===== src/sv/isotp_pkg.sv =====
// Shared types, codes and result builders for the ISO-TP response reassembler.
// No dependencies; imported by every module of the block.
package isotp_pkg;

    // wait counter width and input wait field width
    localparam int WAIT_CNT_W = 16;
    localparam int WAIT_IN_W  = 16;

    // operation codes
    localparam logic [1:0] OP_START = 2'd0;
    localparam logic [1:0] OP_FRAME = 2'd1;
    localparam logic [1:0] OP_TICK  = 2'd2;

    // result kinds
    localparam logic [1:0] KIND_CHUNK  = 2'd0;
    localparam logic [1:0] KIND_FC     = 2'd1;
    localparam logic [1:0] KIND_STATUS = 2'd2;

    // final status codes
    localparam logic [1:0] ST_OK      = 2'd0;
    localparam logic [1:0] ST_NEG     = 2'd1;
    localparam logic [1:0] ST_ERR     = 2'd2;
    localparam logic [1:0] ST_TIMEOUT = 2'd3;

    // flow-control status codes
    localparam logic [1:0] FS_CTS      = 2'd0;
    localparam logic [1:0] FS_OVERFLOW = 2'd2;

    // receiver phases
    localparam logic [1:0] PH_IDLE  = 2'd0;
    localparam logic [1:0] PH_AWAIT = 2'd1;
    localparam logic [1:0] PH_RECV  = 2'd2;

    // frame type nibbles
    localparam logic [3:0] PCI_SINGLE = 4'd0;
    localparam logic [3:0] PCI_FIRST  = 4'd1;
    localparam logic [3:0] PCI_CONSEC = 4'd2;

    // configuration register indexes
    localparam logic CFG_MAX_LENGTH  = 1'b0;
    localparam logic CFG_GAP_TIMEOUT = 1'b1;

    // identifiers and magic values
    localparam logic [28:0] RESP_EXT_ID   = 29'h18DAF100;
    localparam logic [28:0] RESP_EXT_MASK = 29'h1FFFFF00;
    localparam logic [28:0] RESP_STD_ID   = 29'h7E8;
    localparam logic [28:0] FC_ID_BASE    = 29'h18DA0000;
    localparam logic [7:0]  FC_ID_LOW     = 8'hF1;
    localparam logic [7:0]  NEG_SID       = 8'h7F;
    localparam logic [7:0]  MAX_LEN_RST   = 8'd255;
    localparam logic [7:0]  GAP_TMO_RST   = 8'd50;

    typedef struct packed {
        logic [1:0]  operation;
        logic [15:0] wait_ms;
        logic [28:0] frame_id;
        logic        is_extended;
        logic [63:0] frame_bytes;
    } item_t;

    typedef struct packed {
        logic [1:0]  kind;
        logic [55:0] chunk_bytes;
        logic [2:0]  chunk_count;
        logic [7:0]  byte_offset;
        logic [28:0] fc_id;
        logic [1:0]  flow_status;
        logic [1:0]  status;
        logic [7:0]  message_length;
        logic [7:0]  nrc;
        logic        last;
    } result_t;

    // up to two results for one request
    typedef struct packed {
        result_t    res0;
        result_t    res1;
        logic [1:0] count;
    } core_out_t;

    // keep the first count bytes of a chunk, clear the rest
    function automatic logic [55:0] chunk_mask(input logic [2:0] count);
        logic [55:0] m;
        m = '0;
        for (int i = 0; i < 7; i++) begin
            if (3'(i) < count) begin
                m[55 - 8 * i -: 8] = 8'hFF;
            end
        end
        return m;
    endfunction

    function automatic result_t mk_chunk(input logic [55:0] bytes, input logic [2:0] count,
                                         input logic [7:0] offset);
        result_t r;
        r = '0;
        r.kind        = KIND_CHUNK;
        r.chunk_bytes = bytes & chunk_mask(count);
        r.chunk_count = count;
        r.byte_offset = offset;
        return r;
    endfunction

    function automatic result_t mk_fc(input logic [28:0] id, input logic [1:0] fs);
        result_t r;
        r = '0;
        r.kind        = KIND_FC;
        r.fc_id       = FC_ID_BASE | {13'd0, id[7:0], FC_ID_LOW};
        r.flow_status = fs;
        return r;
    endfunction

    function automatic result_t mk_status(input logic [1:0] st, input logic [7:0] len,
                                          input logic [7:0] code);
        result_t r;
        r = '0;
        r.kind           = KIND_STATUS;
        r.status         = st;
        r.message_length = len;
        r.nrc            = code;
        return r;
    endfunction

    // clamp the requested wait to the counter range
    function automatic logic [WAIT_CNT_W-1:0] sat_wait(input logic [WAIT_IN_W-1:0] w);
        logic [31:0] w32;
        w32 = 32'(w);
        if (|(w32 >> WAIT_CNT_W)) begin
            return '1;
        end
        return w32[WAIT_CNT_W-1:0];
    endfunction

endpackage


===== src/sv/isotp_response_reassembler.sv =====
// ISO-TP response reassembler: one request of start, received frame or
// millisecond tick enters per cycle through an input register while the output
// has room; the core decides on it against the receiver state and loads up to two
// results (payload chunk, flow-control frame, final status) into a two-slot output
// register. A request that gives two results holds off the next request until the
// first of them has left; results leave one per cycle while m_tready is high.
// Configuration is a plain write port: index 0 max_length, index 1
// gap_timeout_ms. Depends on isotp_pkg, isotp_in_stage, isotp_core and
// isotp_out_stage.
module isotp_response_reassembler
    import isotp_pkg::*;
(
    input  logic         aclk,
    input  logic         aresetn,
    // configuration writes
    input  logic         cfg_we,
    input  logic         cfg_index,
    input  logic [7:0]   cfg_wdata,
    // request channel
    input  logic         s_tvalid,
    output logic         s_tready,
    // wait_ms[15:0], frame_id[44:16], is_extended[45], frame_bytes[109:46], zero pad
    input  logic [111:0] s_tdata,
    // operation[1:0]
    input  logic [1:0]   s_tuser,
    // result channel
    output logic         m_tvalid,
    input  logic         m_tready,
    // chunk_bytes[55:0], chunk_count[58:56], byte_offset[66:59], fc_id[95:67],
    // flow_status[97:96], status[99:98], message_length[107:100], nrc[115:108], zero pad
    output logic [119:0] m_tdata,
    // kind[1:0]
    output logic [1:0]   m_tuser,
    output logic         m_tlast
);

    item_t     in_item, item;
    logic      item_valid;
    logic      room, fire;
    core_out_t core_out;
    result_t   out_res;

    // unpack the request
    assign in_item.operation   = s_tuser;
    assign in_item.wait_ms     = s_tdata[15:0];
    assign in_item.frame_id    = s_tdata[44:16];
    assign in_item.is_extended = s_tdata[45];
    assign in_item.frame_bytes = s_tdata[109:46];

    assign fire = item_valid && room;

    isotp_in_stage u_in (
        .aclk       (aclk),
        .aresetn    (aresetn),
        .in_valid   (s_tvalid),
        .in_ready   (s_tready),
        .in_item    (in_item),
        .take       (fire),
        .item_valid (item_valid),
        .item       (item)
    );

    isotp_core u_core (
        .aclk      (aclk),
        .aresetn   (aresetn),
        .cfg_we    (cfg_we),
        .cfg_index (cfg_index),
        .cfg_wdata (cfg_wdata),
        .item      (item),
        .fire      (fire),
        .core_out  (core_out)
    );

    isotp_out_stage u_out (
        .aclk      (aclk),
        .aresetn   (aresetn),
        .fire      (fire),
        .core_out  (core_out),
        .room      (room),
        .out_valid (m_tvalid),
        .out_ready (m_tready),
        .out_res   (out_res)
    );

    // pack the result
    assign m_tdata = {4'd0, out_res.nrc, out_res.message_length, out_res.status,
                      out_res.flow_status, out_res.fc_id, out_res.byte_offset,
                      out_res.chunk_count, out_res.chunk_bytes};
    assign m_tuser = out_res.kind;
    assign m_tlast = out_res.last;

endmodule


===== src/sv/isotp_in_stage.sv =====
// Input register for request items of the reassembler.
// Depends on isotp_pkg for the item type.
module isotp_in_stage
    import isotp_pkg::*;
(
    input  logic  aclk,
    input  logic  aresetn,
    input  logic  in_valid,
    output logic  in_ready,
    input  item_t in_item,
    input  logic  take,
    output logic  item_valid,
    output item_t item
);

    logic  valid_reg, valid_next;
    item_t item_reg;
    logic  accept;

    // a held request leaves when the core takes it
    assign in_ready   = !valid_reg || take;
    assign accept     = in_valid && in_ready;
    assign item_valid = valid_reg;
    assign item       = item_reg;

    always_comb begin
        valid_next = valid_reg;
        if (accept) begin
            valid_next = 1'b1;
        end else if (take) begin
            valid_next = 1'b0;
        end
    end

    always_ff @(posedge aclk) begin
        if (!aresetn) begin
            valid_reg <= 1'b0;
        end else begin
            valid_reg <= valid_next;
        end
    end

    // payload register
    always_ff @(posedge aclk) begin
        if (accept) begin
            item_reg <= in_item;
        end
    end

endmodule


===== src/sv/isotp_core.sv =====
// Receiver state, configuration registers and per-request decision logic.
// Depends on isotp_pkg for item, result types, codes and result builders.
module isotp_core
    import isotp_pkg::*;
(
    input  logic       aclk,
    input  logic       aresetn,
    input  logic       cfg_we,
    input  logic       cfg_index,
    input  logic [7:0] cfg_wdata,
    input  item_t      item,
    input  logic       fire,
    output core_out_t  core_out
);

    logic [7:0]            max_length_reg;
    logic [7:0]            gap_timeout_reg;
    logic [1:0]            phase_reg, phase_next;
    logic [WAIT_CNT_W-1:0] wait_reg, wait_next;
    logic [7:0]            gap_reg, gap_next;
    logic [3:0]            seq_reg, seq_next;
    logic [7:0]            br_reg, br_next;
    logic [7:0]            tl_reg, tl_next;
    logic [28:0]           sender_reg, sender_next;

    logic [7:0]            b0, byte1, byte3;
    logic [3:0]            pci, low;
    logic                  match;
    logic [11:0]           first_len;
    logic [7:0]            remain;
    logic [2:0]            cf_count;
    logic [WAIT_CNT_W-1:0] wait_dec;
    result_t               res0, res1;
    logic [1:0]            count;

    // configuration writes
    always_ff @(posedge aclk) begin
        if (!aresetn) begin
            max_length_reg  <= MAX_LEN_RST;
            gap_timeout_reg <= GAP_TMO_RST;
        end else if (cfg_we) begin
            unique case (cfg_index)
                CFG_MAX_LENGTH:  max_length_reg  <= cfg_wdata;
                CFG_GAP_TIMEOUT: gap_timeout_reg <= cfg_wdata;
                default: ;
            endcase
        end
    end

    // frame header fields and response filter
    assign b0        = item.frame_bytes[63:56];
    assign byte1     = item.frame_bytes[55:48];
    assign byte3     = item.frame_bytes[39:32];
    assign pci       = b0[7:4];
    assign low       = b0[3:0];
    assign match     = item.is_extended ? ((item.frame_id & RESP_EXT_MASK) == RESP_EXT_ID)
                                        : (item.frame_id == RESP_STD_ID);
    assign first_len = {low, byte1};
    assign remain    = (tl_reg > br_reg) ? (tl_reg - br_reg) : 8'd0;
    assign cf_count  = (remain < 8'd7) ? remain[2:0] : 3'd7;
    assign wait_dec  = (wait_reg != '0) ? (wait_reg - WAIT_CNT_W'(1)) : wait_reg;

    // per-request decisions
    always_comb begin
        phase_next  = phase_reg;
        wait_next   = wait_reg;
        gap_next    = gap_reg;
        seq_next    = seq_reg;
        br_next     = br_reg;
        tl_next     = tl_reg;
        sender_next = sender_reg;
        res0        = '0;
        res1        = '0;
        count       = 2'd0;
        unique case (item.operation)
            OP_START: begin
                phase_next = PH_IDLE;
                wait_next  = '0;
                gap_next   = 8'd0;
                if (item.wait_ms == '0) begin
                    res0  = mk_status(ST_TIMEOUT, 8'd0, 8'd0);
                    count = 2'd1;
                end else begin
                    phase_next = PH_AWAIT;
                    wait_next  = sat_wait(item.wait_ms);
                end
            end
            OP_TICK: begin
                if (phase_reg == PH_AWAIT) begin
                    wait_next = wait_dec;
                    if (wait_dec == '0) begin
                        phase_next = PH_IDLE;
                        gap_next   = 8'd0;
                        res0       = mk_status(ST_TIMEOUT, 8'd0, 8'd0);
                        count      = 2'd1;
                    end
                end else if (phase_reg == PH_RECV) begin
                    if (gap_reg >= gap_timeout_reg) begin
                        phase_next = PH_IDLE;
                        wait_next  = '0;
                        gap_next   = 8'd0;
                        res0       = mk_status(ST_ERR, 8'd0, 8'd0);
                        count      = 2'd1;
                    end else begin
                        gap_next = gap_reg + 8'd1;
                    end
                end
            end
            OP_FRAME: begin
                if (match && phase_reg == PH_AWAIT) begin
                    if (pci == PCI_SINGLE) begin
                        phase_next = PH_IDLE;
                        wait_next  = '0;
                        gap_next   = 8'd0;
                        if (low == 4'd0 || low > 4'd7 || {4'd0, low} > max_length_reg) begin
                            res0  = mk_status(ST_ERR, 8'd0, 8'd0);
                            count = 2'd1;
                        end else begin
                            res0 = mk_chunk(item.frame_bytes[55:0], low[2:0], 8'd0);
                            // service byte 7F marks a negative response
                            if (low >= 4'd3 && byte1 == NEG_SID) begin
                                res1 = mk_status(ST_NEG, {4'd0, low}, byte3);
                            end else begin
                                res1 = mk_status(ST_OK, {4'd0, low}, 8'd0);
                            end
                            count = 2'd2;
                        end
                    end else if (pci == PCI_FIRST && item.is_extended) begin
                        if (first_len < 12'd8) begin
                            phase_next = PH_IDLE;
                            wait_next  = '0;
                            gap_next   = 8'd0;
                            res0       = mk_status(ST_ERR, 8'd0, 8'd0);
                            count      = 2'd1;
                        end else if (first_len > {4'd0, max_length_reg}) begin
                            phase_next = PH_IDLE;
                            wait_next  = '0;
                            gap_next   = 8'd0;
                            res0       = mk_fc(item.frame_id, FS_OVERFLOW);
                            res1       = mk_status(ST_ERR, 8'd0, 8'd0);
                            count      = 2'd2;
                        end else begin
                            res0        = mk_chunk({item.frame_bytes[47:0], 8'd0}, 3'd6, 8'd0);
                            res1        = mk_fc(item.frame_id, FS_CTS);
                            count       = 2'd2;
                            phase_next  = PH_RECV;
                            wait_next   = '0;
                            gap_next    = 8'd0;
                            seq_next    = 4'd1;
                            br_next     = 8'd6;
                            tl_next     = first_len[7:0];
                            sender_next = item.frame_id;
                        end
                    end
                end else if (match && phase_reg == PH_RECV && pci == PCI_CONSEC
                             && item.frame_id == sender_reg) begin
                    if (low != seq_reg) begin
                        phase_next = PH_IDLE;
                        wait_next  = '0;
                        gap_next   = 8'd0;
                        res0       = mk_status(ST_ERR, 8'd0, 8'd0);
                        count      = 2'd1;
                    end else begin
                        res0     = mk_chunk(item.frame_bytes[55:0], cf_count, br_reg);
                        count    = 2'd1;
                        br_next  = br_reg + {5'd0, cf_count};
                        seq_next = seq_reg + 4'd1;
                        gap_next = 8'd0;
                        // whole message in
                        if (br_next >= tl_reg) begin
                            phase_next = PH_IDLE;
                            wait_next  = '0;
                            res1       = mk_status(ST_OK, tl_reg, 8'd0);
                            count      = 2'd2;
                        end
                    end
                end
            end
            default: ;
        endcase
        if (count == 2'd1) begin
            res0.last = 1'b1;
        end else if (count == 2'd2) begin
            res1.last = 1'b1;
        end
    end

    assign core_out.res0  = res0;
    assign core_out.res1  = res1;
    assign core_out.count = count;

    // receiver state
    always_ff @(posedge aclk) begin
        if (!aresetn) begin
            phase_reg  <= PH_IDLE;
            wait_reg   <= '0;
            gap_reg    <= 8'd0;
            seq_reg    <= 4'd1;
            br_reg     <= 8'd0;
            tl_reg     <= 8'd0;
            sender_reg <= 29'd0;
        end else if (fire) begin
            phase_reg  <= phase_next;
            wait_reg   <= wait_next;
            gap_reg    <= gap_next;
            seq_reg    <= seq_next;
            br_reg     <= br_next;
            tl_reg     <= tl_next;
            sender_reg <= sender_next;
        end
    end

    // outside the await phase the wait counter is clear
    a_wait_clear: assert property (@(posedge aclk) disable iff (!aresetn)
        (phase_reg != PH_AWAIT) |-> (wait_reg == '0))
        else $error("wait counter live outside await phase");

    // awaiting a response always has budget left
    a_wait_live: assert property (@(posedge aclk) disable iff (!aresetn)
        (phase_reg == PH_AWAIT) |-> (wait_reg != '0))
        else $error("await phase with empty wait budget");

    // a message in progress is never already complete
    a_recv_open: assert property (@(posedge aclk) disable iff (!aresetn)
        (phase_reg == PH_RECV) |-> (br_reg < tl_reg))
        else $error("receiving with all bytes already in");

    // idle leaves the gap counter cleared
    a_gap_idle: assert property (@(posedge aclk) disable iff (!aresetn)
        (phase_reg == PH_IDLE) |-> (gap_reg == 8'd0))
        else $error("gap counter running while idle");

endmodule


===== src/sv/isotp_out_stage.sv =====
// Two-slot result register that delivers core results one per cycle while out_ready is high.
// Depends on isotp_pkg for the result types.
module isotp_out_stage
    import isotp_pkg::*;
(
    input  logic      aclk,
    input  logic      aresetn,
    input  logic      fire,
    input  core_out_t core_out,
    output logic      room,
    output logic      out_valid,
    input  logic      out_ready,
    output result_t   out_res
);

    result_t    slot0_reg, slot1_reg;
    logic [1:0] count_reg, count_next;
    logic       pop;

    // new results may load once the slots drain this cycle
    assign out_valid = (count_reg != 2'd0);
    assign pop       = out_valid && out_ready;
    assign room      = (count_reg == 2'd0) || (count_reg == 2'd1 && out_ready);
    assign out_res   = slot0_reg;

    always_comb begin
        count_next = count_reg;
        if (fire) begin
            count_next = core_out.count;
        end else if (pop) begin
            count_next = count_reg - 2'd1;
        end
    end

    always_ff @(posedge aclk) begin
        if (!aresetn) begin
            count_reg <= 2'd0;
        end else begin
            count_reg <= count_next;
        end
    end

    // result slots, head in slot 0
    always_ff @(posedge aclk) begin
        if (fire) begin
            slot0_reg <= core_out.res0;
            slot1_reg <= core_out.res1;
        end else if (pop) begin
            slot0_reg <= slot1_reg;
        end
    end

endmodule


===== config.mk =====
export PLATFORM = sky130hd
export DESIGN_NAME = isotp_response_reassembler
export DESIGN_NICKNAME = d
export VERILOG_FILES = /design/src/sv/isotp_pkg.sv /design/src/sv/isotp_response_reassembler.sv /design/src/sv/isotp_in_stage.sv /design/src/sv/isotp_core.sv /design/src/sv/isotp_out_stage.sv
export SDC_FILE = /design/constraint.sdc
export NUM_CORES = 1
export LEC_CHECK = 0
export BUFFER_PORTS_ARGS = -buffer_cell sky130_fd_sc_hd__buf_4
export CAP_MARGIN = 10
export CELL_PAD_IN_SITES_DETAIL_PLACEMENT = 0
export CELL_PAD_IN_SITES_GLOBAL_PLACEMENT = 1
export CORE_ASPECT_RATIO = 0.75
export CORE_MARGIN = 8
export CORE_UTILIZATION = 35
export CTS_CLUSTER_DIAMETER = 50
export DETAILED_ROUTE_END_ITERATION = 16
export PLACE_DENSITY_LB_ADDON = 0.15
export SYNTH_ARGS = -nofsm -noshare
export SYNTH_HDL_FRONTEND = slang
export SYNTH_SLANG_ARGS = --single-unit

===== constraint.sdc =====
create_clock -name aclk -period 6.4 [get_ports aclk]
set_input_delay 0.32 -clock aclk [delete_from_list [all_inputs] [get_ports aclk]]
set_output_delay 0.32 -clock aclk [all_outputs]
set_load 0.005 [all_outputs]

==> out/metrics.yaml <==
clkSinkCount: 332
critPathMaxFanout: 32
drtIter0Drc: 774
yosysWarnings: 0
area_growth_pct: 32.25
row_count: 65
synthCells: 1277
drtPass1Iterations: 5
critPathCaptureType: "flip-flop"
wirelength_mm: 44.19
path_class: "flip-flop to flip-flop"
synth_top_cell_area_share: 0.4811
power_frac_comb: 0.135
start_util: 0.3540
finalClockSkew_ps: 14.04
htreeDepth: 2
worstPathArrival_ps: 6290
grt_antenna_before_repair: 0
fin_crit_sh: 0.9117
viasPerCell: 5.035
cts_tree: "built"
cts_setup_buffers: 0
synth_edf_count: 238
synth.avg_cell_area_um2: 11.63
design.core.area_um2: 41970
yosys.area_share.simple: 0.1540
grt_max_degree: 76
clk_path_buf_depth: 3
synth_mux_area_frac: 0.003453
drv_slew: 0
critPathTopFamily: "compound AO/OA/AOI/OAI gates"
post-route-drc-count: 0
worstSetupStartpointType: "flip-flop"
dieArea_um2: 49360
dpl_cell_area_um2: 17130
period_needed_ps: 5835
io_pins: 253
final_area_um2: 19650
gr-total-overflow: 0
vias: 11180
slowest_stage: "fa_1"
ant_nets: 0
power_density_nw_per_um2: 295.0
setup_violations: 0
p_leak_nw: 7.686
ir_worst_vdd_mv: 0.1749
crit_buf_inv: 3
worstHoldPathType: "input pin to flip-flop"
multi_input_area_um2: 5278
yosysSeqAreaShare: 0.6078
fmax_mhz: 171.4
switching_power_mw: 1.466
grt_pass1_wl_mm: 68.19
grt_usage: 0.1758
netlist_top_cells_area: "edfxtp_1 (48%), dfxtp_1 (13%), ha_1 (4.2%)"
p_seq_frac: 0.462
fp.dieH_um: 194.4
synth_compound_area_frac: 0.1236
sw_frac_of_total: 0.2529
max_stage_delay_ps: 410
portBuffers: 236
drt-wirelength-per-cell_um: 19.90
synth_fa_ha_area_frac: 0.04481
cts_made_buffers: 41
die_w_um: 253.9
crit_top_cell: "ha_1"
synthFlopType: "edfxtp_1"
ys_ff_latch: 332
netlist_area_um2: 14860
insertion_delay_ps: 540
largest_reg_flops: 112
gp_congestion: 0.8639
async_flop_share: 0
ys_types: 74
path_clk_slew_ps: 60
outcome: "finished, final reports clean"
drive_above_1_share: 0.2017
n_antenna_cell: 0
cp.required_ps: 6850
synthXorXnorAreaFrac: 0.02476
p_int_mw: 4.330
max_cap_viol_count: 0
tightest_slew_ps: 1162
yosys.area.top_type: "edfxtp_1"
tns_ps: 0
final_nets: 1799
synth_top_family_by_area: "simple AND/OR/NAND/NOR gates"
seq_area_um2: 9029
max_slew_margin: 0.2189
dpl.hpwl_mm: 31.65
p_clk_frac: 0.403
fillCellCount: 3928
cts-root-buf: "clkbuf_16"
final_hold_viol_count: 0
rsz0062_at_grt: "false"
grt_pass1_vias: 11250
==> routing by layer <==
metal / global-route usage / routed length, um / vias to the layer above
met2: 0.2731 / 20150 / 283
li1: - / - / 5406
met4: 0.04337 / 859 / 0
met5: 0 / 0 / -
met1: 0.2511 / 20930 / 5424
met3: 0.03173 / 2250 / 64
==> per-stage QoR <==
step / power (mW) / utilization / cells / worst slack (ps) / hold WS [ps]
after floorplan: 3.063 / - / 1290 / 1297 / 418.9
after global placement: 3.454 / 0.4081 / 2031 / 650.6 / 444.4
after detailed placement: 3.458 / 0.4081 / 2031 / 548.0 / 447.9
after CTS: 5.876 / 0.4680 / 2220 / 497.9 / 2.385
after global routing: 6.043 / 0.4682 / 2220 / 63.88 / 8.356
final: 5.795 / 0.4682 / 2220 / 565.4 / 26.04
==> power groups by stage <==
stage | sequential, mW | clock (mW) | combinational [mW]
final | 2.67 | 2.34 | 0.782
after global routing | 2.70 | 2.49 | 0.860
after CTS | 2.68 | 2.40 | 0.797
after detailed placement | 2.72 | 0 | 0.737
after global placement | 2.72 | 0 | 0.737
after floorplan | 2.69 | 0 | 0.370
==> final timing paths <==
path | endpoint | slack, ps | cells after the start | startpoint
worst min register to register | u_core.gap_timeout_reg[3] | 450 | 2 | u_core.gap_timeout_reg[3]
worst min-delay path | u_core.gap_timeout_reg[4] | 30 | 3 | cfg_wdata[4]
worst max-delay path | u_core.wait_reg[0] | 570 | 26 | u_core.tl_reg[0]
worst max register to register | u_core.wait_reg[0] | 570 | 26 | u_core.tl_reg[0]
==> cell usage after synthesis, drive strengths merged (26+ instances only) <==
master / instances
a21oi: 62
a22o: 37
a22oi: 33
and2: 50
and3: 26
buf: 31
clkbuf: 50
dfxtp: 94
edfxtp: 238
ha: 50
inv: 52
nand2: 104
nor2: 100
nor3: 27
nor4: 28
o21ai: 37
==> tightest hold or removal path, cell delays in order <==
cell and delay (ps):
buf_4 90, nand2_1 40, o211ai_1 80
==> final cells by class <==
class,count,share of cell area
clock buffer,52,0.05700
tap,569,0.03624
timing repair buffer,367,0.1554
multi-input combinational,823,0.2686
inverter,54,0.01044
clock inverter,23,0.01274
sequential,332,0.4596
==> cells by family (layout without fill, tap and decap cells) <==
group                    Yosys count  after routing
other                              1             14
XOR/XNOR                          42             42
AO/OA/AOI/OAI                    266            266
AND/OR/NAND/NOR                  444            444
multiplexers                       5              5
buffers and inverters            135            496
flip-flops                       332            332
adder cells (fa/ha/maj)           52             52
==> layout by cell type, fill, tap and decap left out, drive strengths merged, types with 21 or more instances in the layout <==
master / synthesis / final
buf: 31 / 253
edfxtp: 238 / 238
dlygate4sd3: 0 / 114
nand2: 104 / 104
nor2: 100 / 100
dfxtp: 94 / 94
a21oi: 62 / 62
inv: 52 / 57
clkbuf: 50 / 52
ha: 50 / 50
and2: 50 / 50
a22o: 37 / 37
o21ai: 37 / 37
a22oi: 33 / 33
nor4: 28 / 28
nor3: 27 / 27
and3: 26 / 26
xnor2: 24 / 24
nand4: 21 / 21
==> timing repair <==
item,CTS,global route
resized for setup,0,1
endpoints found under the setup margin,0,2
hold endpoints to repair,115,0
hold buffers,114,0
(Power assumes the default switching activity.)
